`src/lbd_pkg.sv`:
```
// shared constants, types and register codes for the linear blend deinterlacer
// no dependencies; every other file of the block but lbd_ram imports this package
`default_nettype none

package lbd_pkg;

    localparam int BYTE_W         = 8;
    localparam int MAX_ROW_BYTES  = 4096;
    localparam int COL_W          = $clog2(MAX_ROW_BYTES);
    localparam int MAX_FRAME_ROWS = 4096;
    localparam int MIN_FRAME_ROWS = 2;
    localparam int ROW_W          = $clog2(MAX_FRAME_ROWS);

    localparam int WIDTH_PIX_W    = 12;
    localparam int FRAME_ROWS_W   = 13;
    localparam int CFG_DATA_W     = 13;
    localparam int CFG_IDX_W      = 1;

    localparam int WIDTH_PIX_RESET  = 720;
    localparam int FRAME_ROWS_RESET = 480;

    // row byte count is twice the pixel count, clamped to the line buffer size
    localparam int RB_W = (WIDTH_PIX_W + 1 > COL_W + 1) ? WIDTH_PIX_W + 1 : COL_W + 1;

    localparam int QUEUE_DEPTH = 4;
    localparam int QUEUE_AW    = $clog2(QUEUE_DEPTH);
    localparam int QUEUE_CW    = $clog2(QUEUE_DEPTH + 1);

    typedef enum logic [CFG_IDX_W-1:0] {
        REG_WIDTH_PIXELS = 1'b0,
        REG_FRAME_ROWS   = 1'b1
    } t_cfg_reg;

    // one queue entry per input byte that yields output
    typedef struct packed {
        logic [BYTE_W-1:0] blend;
        logic [BYTE_W-1:0] cur;
        logic              bottom_row;
        logic              row_end;
    } t_queue_entry;

    typedef struct packed {
        logic [BYTE_W-1:0] out_byte;
        logic              frame_end;
        logic              run_last;
    } t_result;

endpackage

`default_nettype wire

```
`src/lbd_fifo.sv`:
```
// short queue between the front end and the result sequencer
// depends on lbd_pkg
`default_nettype none

module lbd_fifo
    import lbd_pkg::*;
(
    input  wire logic          i_clk,
    input  wire logic          i_rst_n,
    input  wire logic          i_push,
    input  wire t_queue_entry  i_entry,
    input  wire logic          i_pop,
    output t_queue_entry       o_head,
    output logic               o_empty,
    output logic [QUEUE_CW-1:0] o_count
);

    t_queue_entry        r_mem [QUEUE_DEPTH];
    logic [QUEUE_AW-1:0] r_wptr;
    logic [QUEUE_AW-1:0] r_rptr;
    logic [QUEUE_CW-1:0] r_count;
    logic [QUEUE_CW-1:0] n_count;

    always_comb begin
        n_count = r_count;
        if (i_push && !i_pop) begin
            n_count = r_count + QUEUE_CW'(1);
        end else if (!i_push && i_pop) begin
            n_count = r_count - QUEUE_CW'(1);
        end
    end

    always_ff @(posedge i_clk) begin
        if (!i_rst_n) begin
            r_wptr  <= '0;
            r_rptr  <= '0;
            r_count <= '0;
        end else begin
            if (i_push) begin
                r_wptr <= (r_wptr == QUEUE_AW'(QUEUE_DEPTH - 1)) ? '0 : r_wptr + QUEUE_AW'(1);
            end
            if (i_pop) begin
                r_rptr <= (r_rptr == QUEUE_AW'(QUEUE_DEPTH - 1)) ? '0 : r_rptr + QUEUE_AW'(1);
            end
            r_count <= n_count;
        end
    end

    always_ff @(posedge i_clk) begin
        if (i_push) begin
            r_mem[r_wptr] <= i_entry;
        end
    end

    assign o_head  = r_mem[r_rptr];
    assign o_empty = (r_count == '0);
    assign o_count = r_count;

`ifndef SYNTHESIS
    a_no_push_full: assert property (@(posedge i_clk) disable iff (!i_rst_n)
        i_push |-> (r_count != QUEUE_CW'(QUEUE_DEPTH)))
        else $error("queue written while full");
    a_no_pop_empty: assert property (@(posedge i_clk) disable iff (!i_rst_n)
        i_pop |-> (r_count != '0))
        else $error("queue read while empty");
    a_count_range: assert property (@(posedge i_clk) disable iff (!i_rst_n)
        r_count <= QUEUE_CW'(QUEUE_DEPTH))
        else $error("queue count out of range");
`endif

endmodule

`default_nettype wire

```
`config.mk`:
```
export PLATFORM = sky130hd
export DESIGN_NAME = lbd_fifo
export DESIGN_NICKNAME = d
export VERILOG_FILES = /design/src/lbd_pkg.sv /design/src/lbd_fifo.sv
export SDC_FILE = /design/constraint.sdc
export NUM_CORES = 1
export LEC_CHECK = 0
export BUFFER_PORTS_ARGS = -buffer_cell sky130_fd_sc_hd__buf_2
export CAP_MARGIN = 20
export CORE_UTILIZATION = 50
export CTS_CLUSTER_DIAMETER = 60
export DETAILED_ROUTE_END_ITERATION = 12
export GPL_TIMING_DRIVEN = 0
export PLACE_DENSITY = 0.74
export SYNTH_ARGS = -nofsm -noshare
export SYNTH_HDL_FRONTEND = slang
export SYNTH_SLANG_ARGS = --single-unit
```
`constraint.sdc`:
```
create_clock -name i_clk -period 1.5 [get_ports i_clk]
set_input_delay 0.15 -clock i_clk [delete_from_list [all_inputs] [get_ports i_clk]]
set_output_delay 0.15 -clock i_clk [all_outputs]
set_load 0.02 [all_outputs]
```
==> results.md <==
- Setup_tns: -4.52 ns
- Syn Inst Count: 137
- Deepest clock path buffer count: 2
- Warnings from Yosys: 0
- Ant. Diodes: 0
- Adder-cell share of the synthesized area: 0.0308
- CP max FO: 5
- Gr usage total: 0.172
- Leakage: 1.33 nW
- Mux cell area share after synthesis: 0.154
- Simple logic cell fraction of the synthesized area: 0.0267
- Fin util: 0.631
- Status: finished with violations
- Worst Tran Pin Value: 0.503 ns
- Hold Crit Start: i_entry[12]
- Synthesized-area fraction occupied by xor and xnor cells: 0.00567
- Synthesized flop and latch total: 81
- Post-synthesis compound-gate area fraction: 0.00648
- Top FF cell, synth: edfxtp_1
- Layout cells sized above 1: 0.432
- Synth unique cells: 21
- Power Dens Cells: 1310 nW/um^2
- Per-cell routed wire length: 18.2 um
- Peak supply drop: 0.000695 V
- Reg-to-reg startpoint: o_count[0]
- Switching share of power: 0.218
- Max_slew headroom: 0.665
- FP Rows: 28
- Root buffer cell: clkbuf_8
- Final Skew: 0.00609 ns
- First-pass GRT wire length: 7600 um
- Fin cells: 274
- Die area: 6500 um^2
- Clock share of power: 0.329
- Area Growth Syn to Fin: 21.7%
- Nets@finish: 223
- Placed Cells: 255
- Comb power frac: 0.137
- Pins Over Slew Limit: 0
- Number of routed nets with antenna violations: 0
- Fin crit period: 1.78 ns
- Initial antenna violation count: 0
- Pre-antenna DRT Iters: 4
- Setup CP Type: register to primary output
- Remaining DRCs: 0
- Max-capacitance violation count: 0
- Post-Route WL: 4980 um
- Internal power: 0.00384 W
- Die X: 80.6 um
- Core ar.: 5960 um^2
- Worst-Skew Late Latency: 0.34 ns
- Worst min path class: input port to register
- Depth of the CTS H-tree: 3
- Num CTS Buffers: 9
- Largest net degree at the start of global routing: 19
- DP Worst Slack: -0.277 ns
- I/O Buffers: 43
- Flop pwr share: 0.534
- Starting DRT DRC Count: 96
- Sequential fraction of the synthesis area: 0.758
- Final hold vios: 0
- Via count: 1,464
- Via density: 5.34
- Data required, critical path: 1.35 ns
- CP startpoint kind: register
- Crit path capture type: primary output
- Largest family of logic cells by synthesized area: multiplexers
- Total gr overflow: 0
- Fmax: 0.561 GHz
- Initial core utilization: 0.519
- Final Power: 0.00491 W
- Reg clk slew, reported paths: 0.07 ns
- Async set-reset flop share out of synthesis: 0
- CTS tree: built
- Fill cells: 428
- Cell Area, Synth: 3090 um^2
- Period utilisation layout: 1.19
- Die Span Y: 80.6 um
- Net Count, Synth: 166
- EDFF count, synth: 72
- Switching power: 0.00107 W
- Setup slack after layout: -0.282 ns
- CP arrival: 1.63 ns
- Routability cong.: 0.674
- Failing checks: negative setup slack
- RSZ-0062 raised after global routing: true
- Vias in the first global route: 1,552
- Syn Area/Cell: 22.5 um^2
- Final setup vio count: 18
- Io pins: 44
- DPL Wire Length: 3200 um
- CTS Sinks: 81
-- cell type report --
type | count | area [um^2] | area share
clock inverters | 4 | 67.6 | 0.0180
clock buffers | 12 | 135 | 0.0359
well taps | 75 | 93.8 | 0.0250
flip-flops and latches | 81 | 2350 | 0.624
repair buffers | 46 | 383 | 0.102
plain buffers | 4 | 47.5 | 0.0126
inverters | 4 | 15.0 | 0.00399
multi-input cells | 48 | 671 | 0.178
-- cell usage after synthesis (all sizes together) (2+ instances only) --
master	instances	area (um^2)
buf	4	41.3
mux2i	4	40.0
mux4	18	435
nor2b	5	31.3
ha	6	75.1
dfxtp	9	180
edfxtp	72	2160
nor3	2	10.0
and2	5	31.3
inv	4	15.0
-- flip-flops by register name (all words and copies together), names as in the netlist, named ones only --
signal and count:
r_mem 72, o_count 3, r_wptr 2, r_rptr 2
-- placed cells by master, fill, tap and decap left out --
cell type	netlist	routed
o21ai_0	1	1
clkbuf_1	0	3
and2_2	0	2
and2_4	0	2
clkbuf_8	0	9
clkinv_1	0	2
fa_2	0	1
o21a_1	1	1
nor2_1	1	1
buf_2	2	26
buf_4	0	1
a21boi_1	0	1
mux4_2	10	18
and2_1	5	1
xor2_1	1	1
buf_16	0	1
inv_1	4	4
mux2i_1	4	4
buf_6	1	20
dfxtp_1	9	7
xnor2_1	1	1
ha_1	6	6
or3_1	1	1
nor2b_1	5	5
bufinv_16	0	2
buf_12	1	2
nor3_1	2	2
dfxtp_4	0	1
edfxtp_1	72	72
dfxtp_2	0	1
-- power groups by stage --
stage | clock (W) | combinational (W) | sequential (W)
floorplan | 0 | 0.000347 | 0.00267
global placement | 0 | 0.000526 | 0.00266
detailed placement | 0 | 0.000550 | 0.00267
CTS | 0.00164 | 0.000681 | 0.00262
global route | 0.00173 | 0.000727 | 0.00263
finish | 0.00162 | 0.000673 | 0.00262
-- kinds of logic (layout without fill, tap and decap cells) --
family	after synthesis	in the layout
adder cells (fa/ha/maj)	7	7
buffers and inverters	8	70
XOR/XNOR	2	2
multiplexers	22	22
AND/OR/NAND/NOR	14	14
flip-flops	81	81
AO/OA/AOI/OAI	3	3
-- worst paths after layout --
path | slack [ns] | to | cells past startpoint
worst max-delay path | -0.28 | o_head[16] | 4
worst min-delay path | 0.02 | r_mem[0][12] | 1
worst max register to register | 0.09 | o_count[2] | 4
worst min register to register | 0.53 | o_count[2] | 2
-- critical path, stage by stage, from the launching register on --
cell and delay (ns):
dfxtp_2 0.34, buf_6 0.14, buf_12 0.13, mux4_2 0.53, buf_6 0.16
-- metrics by stage --
step | hold WS [ns] | area, um^2
detailed placement | 0.366 | 3400
CTS | 0.00826 | 3750
global placement | 0.360 | 3400
floorplan | 0.249 | 3090
finish | 0.0225 | 3760
global route | 0.00713 | 3760
-- repair_timing --
| action | in CTS | in global routing |
|---|---|---|
| hold buffers | 0 | 0 |
| buffers inserted | 2 | 0 |
| setup endpoints to repair | 91 | 45 |
| pin swaps | 0 | 1 |
| resized for setup | 54 | 4 |
| gates cloned | 1 | 0 |
-- metal layers --
layer | wire (um) | vias to the layer above | global-route usage
li1 | - | 663 | -
met1 | 1990 | 743 | 0.194
met2 | 2590 | 45 | 0.286
met3 | 283 | 13 | 0.0580
met4 | 119 | 0 | 0.0893
met5 | 0 | - | 0
No activity file was read; power rests on OpenSTA's default activity.
