==> config.mk <==
export PLATFORM = sky130hd
export DESIGN_NAME = lbd_back_flat
export DESIGN_NICKNAME = d
export VERILOG_FILES = /design/src/lbd_pkg.sv /design/src/lbd_res_if.sv /design/src/lbd_back.sv /design/src/flat_wrapper.sv
export SDC_FILE = /design/constraint.sdc
export NUM_CORES = 1
export LEC_CHECK = 0
export BUFFER_PORTS_ARGS = -buffer_cell sky130_fd_sc_hd__buf_2
export CAP_MARGIN = 20
export CORE_MARGIN = 2
export CORE_UTILIZATION = 41
export CTS_CLUSTER_SIZE = 16
export DETAILED_ROUTE_END_ITERATION = 6
export PLACE_DENSITY_LB_ADDON = 0.05
export SLEW_MARGIN = 5
export SYNTH_ARGS = -nofsm -noshare
export SYNTH_HDL_FRONTEND = slang
export SYNTH_SLANG_ARGS = --single-unit
==> constraint.sdc <==
create_clock -name i_clk -period 3.7 [get_ports i_clk]
set_clock_uncertainty 0.15 [all_clocks]
set_input_delay 0.74 -clock i_clk [delete_from_list [all_inputs] [get_ports i_clk]]
set_output_delay 0.74 -clock i_clk [all_outputs]
set_load 0.02 [all_outputs]
==> src/lbd_pkg.sv <==
// shared constants, types and register codes for the linear blend deinterlacer
// no dependencies; every other file of the block but lbd_ram imports this package
`default_nettype none

package lbd_pkg;

    localparam int BYTE_W         = 8;
    localparam int MAX_ROW_BYTES  = 4096;
    localparam int COL_W          = $clog2(MAX_ROW_BYTES);
    localparam int MAX_FRAME_ROWS = 4096;
    localparam int MIN_FRAME_ROWS = 2;
    localparam int ROW_W          = $clog2(MAX_FRAME_ROWS);

    localparam int WIDTH_PIX_W    = 12;
    localparam int FRAME_ROWS_W   = 13;
    localparam int CFG_DATA_W     = 13;
    localparam int CFG_IDX_W      = 1;

    localparam int WIDTH_PIX_RESET  = 720;
    localparam int FRAME_ROWS_RESET = 480;

    // row byte count is twice the pixel count, clamped to the line buffer size
    localparam int RB_W = (WIDTH_PIX_W + 1 > COL_W + 1) ? WIDTH_PIX_W + 1 : COL_W + 1;

    localparam int QUEUE_DEPTH = 4;
    localparam int QUEUE_AW    = $clog2(QUEUE_DEPTH);
    localparam int QUEUE_CW    = $clog2(QUEUE_DEPTH + 1);

    typedef enum logic [CFG_IDX_W-1:0] {
        REG_WIDTH_PIXELS = 1'b0,
        REG_FRAME_ROWS   = 1'b1
    } t_cfg_reg;

    // one queue entry per input byte that yields output
    typedef struct packed {
        logic [BYTE_W-1:0] blend;
        logic [BYTE_W-1:0] cur;
        logic              bottom_row;
        logic              row_end;
    } t_queue_entry;

    typedef struct packed {
        logic [BYTE_W-1:0] out_byte;
        logic              frame_end;
        logic              run_last;
    } t_result;

endpackage

`default_nettype wire

==> src/lbd_res_if.sv <==
// result channel: valid/ready handshake with output byte and frame markers
// depends on lbd_pkg
`default_nettype none

interface lbd_res_if
    import lbd_pkg::*;
();
    logic              valid;
    logic              ready;
    logic [BYTE_W-1:0] out_byte;
    logic              frame_end;
    logic              run_last;

    modport source (output valid, output out_byte, output frame_end, output run_last,
                    input ready);
    modport sink   (input valid, input out_byte, input frame_end, input run_last,
                    output ready);
endinterface

`default_nettype wire

==> src/lbd_back.sv <==
// result sequencer: expands each queue entry into one or two results
// and holds them in the output register; depends on lbd_pkg, lbd_res_if
`default_nettype none

module lbd_back
    import lbd_pkg::*;
(
    input  wire logic         i_clk,
    input  wire logic         i_rst_n,
    input  wire logic         i_empty,
    input  wire t_queue_entry i_head,
    output logic              o_pop,
    lbd_res_if.source         o_res
);

    t_result r_out;
    t_result n_out;
    logic    r_out_valid;
    logic    n_out_valid;
    logic    r_second;
    logic    n_second;
    logic    load_ok;
    logic    load;

    assign load_ok = !r_out_valid || o_res.ready;
    assign load    = load_ok && !i_empty;

    always_comb begin
        n_out       = r_out;
        n_out_valid = r_out_valid;
        n_second    = r_second;
        o_pop       = 1'b0;
        if (load_ok) begin
            n_out_valid = !i_empty;
        end
        if (load) begin
            if (r_second) begin
                // last row: the byte itself follows the row above
                n_out.out_byte  = i_head.cur;
                n_out.frame_end = i_head.row_end;
                n_out.run_last  = 1'b1;
                n_second        = 1'b0;
                o_pop           = 1'b1;
            end else begin
                n_out.out_byte  = i_head.blend;
                n_out.frame_end = 1'b0;
                n_out.run_last  = !i_head.bottom_row;
                n_second        = i_head.bottom_row;
                o_pop           = !i_head.bottom_row;
            end
        end
    end

    always_ff @(posedge i_clk) begin
        if (!i_rst_n) begin
            r_out_valid <= 1'b0;
            r_second    <= 1'b0;
        end else begin
            r_out_valid <= n_out_valid;
            r_second    <= n_second;
        end
    end

    always_ff @(posedge i_clk) begin
        r_out <= n_out;
    end

    assign o_res.valid     = r_out_valid;
    assign o_res.out_byte  = r_out.out_byte;
    assign o_res.frame_end = r_out.frame_end;
    assign o_res.run_last  = r_out.run_last;

`ifndef SYNTHESIS
    a_second_has_head: assert property (@(posedge i_clk) disable iff (!i_rst_n)
        r_second |-> (!i_empty && i_head.bottom_row))
        else $error("second result pending without a last-row entry");
    a_second_is_last: assert property (@(posedge i_clk) disable iff (!i_rst_n)
        (load && r_second) |=> (r_out_valid && r_out.run_last))
        else $error("second result not marked as last of its byte");
    a_end_is_last: assert property (@(posedge i_clk) disable iff (!i_rst_n)
        (r_out_valid && r_out.frame_end) |-> r_out.run_last)
        else $error("frame end on a result that is not last of its byte");
`endif

endmodule

`default_nettype wire

==> src/flat_wrapper.sv <==
// flat-port wrapper written by rule: the top's interface ports become plain ports
module lbd_back_flat import lbd_pkg::*;
  (i_clk, i_rst_n, i_empty, i_head, o_pop, o_res_valid, o_res_out_byte, o_res_frame_end, o_res_run_last, o_res_ready);
  lbd_res_if o_res_i ();
  input  wire logic i_clk;
  input  wire logic i_rst_n;
  input  wire logic i_empty;
  input  wire t_queue_entry i_head;
  output logic o_pop;
  output wire logic [$bits(o_res_i.valid)-1:0] o_res_valid;
  output wire logic [$bits(o_res_i.out_byte)-1:0] o_res_out_byte;
  output wire logic [$bits(o_res_i.frame_end)-1:0] o_res_frame_end;
  output wire logic [$bits(o_res_i.run_last)-1:0] o_res_run_last;
  input wire logic [$bits(o_res_i.ready)-1:0] o_res_ready;
  assign o_res_valid = o_res_i.valid;
  assign o_res_out_byte = o_res_i.out_byte;
  assign o_res_frame_end = o_res_i.frame_end;
  assign o_res_run_last = o_res_i.run_last;
  assign o_res_i.ready = o_res_ready;
  lbd_back u_core (.i_clk(i_clk), .i_rst_n(i_rst_n), .i_empty(i_empty), .i_head(i_head), .o_pop(o_pop), .o_res(o_res_i));
endmodule
==> results of run 1 <==
==> stage by stage <==
stage          util, %  instance area, um2
2_1_floorplan        -                 546
3_3_place_gp      56.6                 718
3_5_place_dp      56.6                 718
4_1_cts           58.7                 744
5_1_grt           58.7                 744
6_report          58.7                 744
==> state kept, by name, indices dropped and copies added (netlist names) <==
signal	count
u_core.o_res.frame_end	1
u_core.r_second	1
u_core.o_res.out_byte	8
u_core.o_res.run_last	1
u_core.o_res.valid	1
==> area by class of cell <==
type                       instances  area share [%]
clock buffer                       3            3.03
clock inverter                     1           0.504
inverter                           2            1.01
multi-input combinational         17            25.0
sequential                        12            45.7
tap                               15            2.52
timing repair buffer              33            22.2
==> worst paths after layout <==
| check | cells after the start | slack, ns | end | startpoint |
|---|---|---|---|---|
| worst min register to register | 2 | 0.47 | u_core.o_res.valid | u_core.o_res.valid |
| worst max register to register | 1 | 2.29 | u_core.o_res.out_byte[7] | u_core.r_second |
| worst min-delay path | 2 | 0.47 | u_core.o_res.valid | u_core.o_res.valid |
| worst max-delay path | 3 | 1.26 | o_pop | u_core.r_second |
==> cell usage after synthesis <==
cell type	instances
and2_2	1
and2b_2	1
buf_6	1
dfxtp_1	2
edfxtp_1	10
inv_1	2
mux2_4	8
mux2i_1	1
nand2_1	2
nor2_2	1
nor2b_4	1
nor3_1	1
o21a_1	1
==> worst min-delay path, delay by kind of cell, from the launching register on <==
family             cells  cell delay, ns
DFF                    1            0.33
AOI/OAI and AO/OA      1            0.11
and+or+nand+nor        1            0.16
==> cells by family (layout without fill, tap and decap cells) <==
logic type / count (synthesis) / in the layout
compound gates: 1 / 1
buf+inv: 3 / 39
flops: 12 / 12
mux: 9 / 9
simple gates: 7 / 7
==> metal layers <==
layer / wire, um / track usage (%)
met3: 68 / 3.33
met4: 0 / 10.0
met2: 425 / 17.9
met5: 0 / 0
met1: 259 / 9.69
==> where the power goes <==
group	switching, mW	internal, mW
sequential	0.00497	0.158
combinational	0.0244	0.0288
clock	0.0405	0.0389
total	0.0698	0.225
==> impl_metrics.csv, run 1 <==
group,metric,value,unit
outcome,outcome,"complete, no violations",
timing,finalCritPeriodShare,66.1,%
worst_hold_path,hold_class,"flop to flop",
cts,h-tree-depth,1,
global_routing,grt_util_all_layers,10.5,%
power_and_ir_drop,leakage,0.355,nW
route,postRouteAntennaNets,0,
layout,diodes,0,
layout,areaGrowthSynthToFinish,36.5,%
timing,max_clock_freq,409,MHz
route,drt_iter0_markers,3,
synthesis,synth_xor_area_share,0,%
timing,max_slew_margin,63.0,%
global_routing,grt_pass1_vias,266,
die,io_pins,34,
cts,clk_latency,0.26,ns
die,core-area,0.00127,mm2
synthesis,yosysUniqueCellTypes,13,
synthesis,avgSynthCellArea,17.0,um2
layout,layout_common_cells,"buf_2, edfxtp_1, mux2_4",
timing,setup_slack,1.26,ns
die,die_h,40.5,um
worst_setup_path,critPathRequiredTime,2.81,ns
layout,layout.nets,91,
die,die_w,40.5,um
worst_setup_path,timing.critical_path.buf_inv,1,
synthesis,synth_compound_area_share,1.38,%
global_routing,overflow,0,
power_and_ir_drop,peakVddDrop,0.000192,V
timing,report.final.slew_viol_count,0,
worst_setup_path,crit_arrival,1.55,ns
layout,fin_cells,83,
layout,final_common_cell,"buf_2",
timing,hold_slack,0.475,ns
worst_setup_path,worst_path_max_delay_cell,"dfxtp_1",
route,finalWirelength,754,um
placement,placedCellCount,79,
job,cap_violations,0,
die,rows,13,
worst_setup_path,cp-end-kind,"primary output",
synthesis,synthSimpleGateAreaFrac,8.94,%
worst_setup_path,path_cells,"and2b_2 > nor3_1 > buf_2",
worst_setup_path,cp_top_family,"flip-flops",
placement,gp_congestion,0.584,
synthesis,synthMuxAreaShare,23.9,%
cts,cts_resized,0,
global_routing,antenna_found_initial,0,
timing,finalHoldViolCount,0,
synthesis,netlist_top_cells_area,"edfxtp_1, mux2_4, dfxtp_1, nor2b_4, buf_6",
route,route.detailed.drc,0,
power_and_ir_drop,powerDensity,397,mW/mm2
synthesis,synthesis.nets,54,
timing,min_period,2.44,ns
cts,cts_setup_buffers,0,
global_routing,grt_max_degree,12,
timing,tightest_slew,0.554,ns
synthesis,synth_top_area_share,55.0,%
global_routing,grt_pass1_wl,1040,um
route,num_vias,372,
die,die_area,0.00164,mm2
timing,rsz0062_at_grt,"no",
synthesis,yosysSeqAreaShare,62.4,%
layout,multiInputGateArea,186,um2
synthesis,syn-cell-area,546,um2
route,viasPerCell,4.48,
cts,cts_buffers,3,
route,wl_per_cell,9.08,um
synthesis,synth_top_family_by_area,"multiplexers",
die,start_util,43.0,%
synthesis,synth_cells,32,
worst_setup_path,path_class,"flop to primary output",
cts,cts_tree,"yes",
worst_setup_path,crit_path_start_kind,"flop",
worst_setup_path,cp_max_fo,11,
synthesis,yosysWarnings,0,
timing,fin_tns_setup,0,ns
timing,setup-violations-final,0,
cts,root_buffer,"clkbuf_4",
synthesis,synth_fa_ha_area_share,0,%
placement,dp_slack,1.47,ns
layout,fill_cells,102,
cts,clockBufferDepth,2,
power_and_ir_drop,power.total,0.295,mW
synthesis,yosysTopAreaCell,"edfxtp_1",
cts,cts.sinks,12,
cts,clkSlewWorstSetupHoldPaths,0.07,ns
synthesis,yosys_register_bits,12,
layout,ff_latch_area,340,um2
cts,holdBufCountCts,0,
route,drt_first_pass_iters,2,
layout,drive_gt1_share,70.6,%
placement,port_buffers,33,
worst_setup_path,slowest_delay,0.67,ns
Note: power is estimated with default switching activity, not from simulation.
==> run 2: changes to the inputs <==
- ABC_AREA: default -> 1
- CORE_UTILIZATION: 41 -> 39
- clock period: 3.7 -> 2.4 ns (I/O delays scaled with it)
==> run 2 against run 1 <==
Worst hold slack got worse by 0.22 ns. Die area increased by 0.94%. Design area shrank 1.0%. Sequential share of layout area grew 0.47 points. Global-route usage increased by 3.7 points. Largest power group unchanged. Wire length is 40% higher. Clock power up 99%. Utilization down 1.3 points. Sequential power increased by 55%. Critical endpoint unchanged. Worst setup slack got worse by 0.80 ns.
==> impl_metrics.csv, run 2 <==
group,metric,value,unit
cts,clk_latency,0.26,ns
worst_setup_path,cp-end-kind,"primary output",
route,num_vias,449,
synthesis,yosysUniqueCellTypes,13,
timing,finalCritPeriodShare,81.0,%
power_and_ir_drop,powerDensity,674,mW/mm2
power_and_ir_drop,leakage,0.396,nW
timing,rsz0062_at_grt,"no",
synthesis,synthesis.nets,74,
timing,report.final.slew_viol_count,0,
worst_setup_path,worst_path_max_delay_cell,"dfxtp_1",
worst_setup_path,crit_path_start_kind,"flop",
synthesis,synthSimpleGateAreaFrac,25.8,%
timing,fin_tns_setup,0,ns
die,rows,13,
layout,final_common_cell,"buf_2",
cts,cts_buffers,3,
die,die_w,40.7,um
route,wl_per_cell,10.2,um
layout,largest_reg_flops,8,
die,die_area,0.00165,mm2
global_routing,grt_util_all_layers,14.2,%
worst_setup_path,cp_top_family,"flip-flops",
cts,cts.sinks,12,
cts,root_buffer,"clkbuf_4",
synthesis,yosysTopAreaCell,"edfxtp_1",
worst_setup_path,slowest_delay,0.58,ns
synthesis,synth_top_area_share,57.3,%
placement,port_buffers,33,
layout,areaGrowthSynthToFinish,40.6,%
job,cap_violations,0,
route,route.detailed.drc,0,
global_routing,grt_pass1_vias,397,
cts,clkSlewWorstSetupHoldPaths,0.08,ns
synthesis,yosysSeqAreaShare,64.9,%
global_routing,antenna_found_initial,0,
placement,hpwl,875,um
synthesis,yosysWarnings,0,
die,core-area,0.00128,mm2
synthesis,synth.most_common_cell,"nand2_1",
synthesis,yosys_register_bits,12,
route,drt_first_pass_iters,2,
synthesis,syn-cell-area,524,um2
layout,fill_cells,127,
placement,dp_slack,0.742,ns
timing,max_slew_margin,72.7,%
timing,tightest_slew,0.410,ns
layout,diodes,0,
route,viasPerCell,4.36,
synthesis,avgSynthCellArea,10.1,um2
die,die_h,40.7,um
synthesis,async_flop_share,0,%
cts,holdBufCountCts,0,
route,drt_iter0_markers,7,
placement,placedCellCount,99,
timing,min_period,1.94,ns
synthesis,synthMuxAreaShare,0,%
die,start_util,40.8,%
cts,h-tree-depth,1,
synthesis,synth_xor_area_share,0,%
worst_setup_path,cp_max_fo,11,
synthesis,netlist_top_cells_area,"edfxtp_1, nand2_1, dfxtp_1, inv_1, nand2_4",
outcome,outcome,"complete, no violations",
placement,gp_congestion,0.727,
synthesis,synth_flop_cell,"edfxtp_1",
synthesis,synthTopCellsByCount,"nand2_1, edfxtp_1, inv_1",
worst_setup_path,timing.critical_path.buf_inv,3,
synthesis,synth_compound_area_share,3.10,%
synthesis,synth_edf_count,10,
synthesis,synth_top_family_by_area,"simple AND/OR/NAND/NOR gates",
cts,cts_resized,0,
worst_setup_path,crit_arrival,1.31,ns
worst_setup_path,critPathRequiredTime,1.77,ns
timing,finalHoldViolCount,0,
timing,max_clock_freq,515,MHz
cts,cts_setup_buffers,0,
worst_hold_path,hold_class,"primary input to flop",
layout,layout_common_cells,"buf_2, nand2_1, edfxtp_1",
global_routing,overflow,0,
cts,clockBufferDepth,2,
global_routing,grt_pass1_wl,1500,um
layout,layout.nets,111,
worst_setup_path,path_cells,"inv_4 > nand2_4 > nand3_2 > inv_1 > buf_2",
die,io_pins,34,
cts,cts_tree,"yes",
synthesis,synth_cells,52,
layout,fin_cells,103,
timing,setup_slack,0.457,ns
timing,hold_slack,0.252,ns
worst_setup_path,path_class,"flop to primary output",
route,postRouteAntennaNets,0,
global_routing,grt_max_degree,12,
power_and_ir_drop,peakVddDrop,0.000593,V
synthesis,synth_fa_ha_area_share,0,%
timing,setup-violations-final,0,
route,finalWirelength,1060,um
layout,drive_gt1_share,51.1,%
[run 2: worst reg2reg max path, delay by kind of cell (launching register included)]
kind	cells	cell delay, ns
flip-flops	1	0.32
buffers and inverters	1	0.29
AND/OR/NAND/NOR	2	0.16
[run 2: final timing paths]
path,slack (ns),cells after the start,start,endpoint
max,0.46,5,u_core.r_second,o_pop
min,0.25,2,i_empty,u_core.o_res.valid
max reg2reg,1.14,3,u_core.o_res.valid,u_core.o_res.frame_end
min reg2reg,0.38,2,u_core.o_res.valid,u_core.o_res.valid
[run 2: through the flow]
step / power [mW] / cell area [um2] / util, %
6_report: 0.497 / 737 / 57.4
5_1_grt: 0.522 / 737 / 57.4
4_1_cts: 0.501 / 737 / 57.4
3_5_place_dp: 0.345 / 701 / 54.5
3_3_place_gp: 0.344 / 701 / 54.5
2_1_floorplan: 0.309 / 524 / -
[run 2: report_power, final]
part           internal [mW]  switching, mW  total, mW
clock                 0.0919         0.0663      0.158
combinational         0.0334         0.0518     0.0852
sequential             0.245        0.00788      0.253
total                  0.371          0.126      0.497
[run 2: layout make-up]
cell class | count | area (um2) | share of cell area, %
Inverter | 6 | 25.0 | 3.40
Tap cell | 15 | 18.8 | 2.55
Clock buffer | 4 | 36.3 | 4.92
Sequential cell | 12 | 340 | 46.2
Timing Repair Buffer | 33 | 165 | 22.4
Multi-Input combinational cell | 33 | 151 | 20.5
[run 2: metal layers]
layer  part of all wire [%]  GRT usage (%)  vias to the layer above  wire [um]
met1                     43           14.7                      195        457
met2                     50           28.2                       18        524
met3                    6.9           5.43                        0         73
met4                      0              0                        0          0
li1                       -              -                      236          -
met5                      0              0                        -          0
[run 2: kinds of logic after synthesis]
kind of cell,Yosys count
and+or+nand+nor,31
DFF,12
buffers and inverters,7
AOI/OAI and AO/OA,2
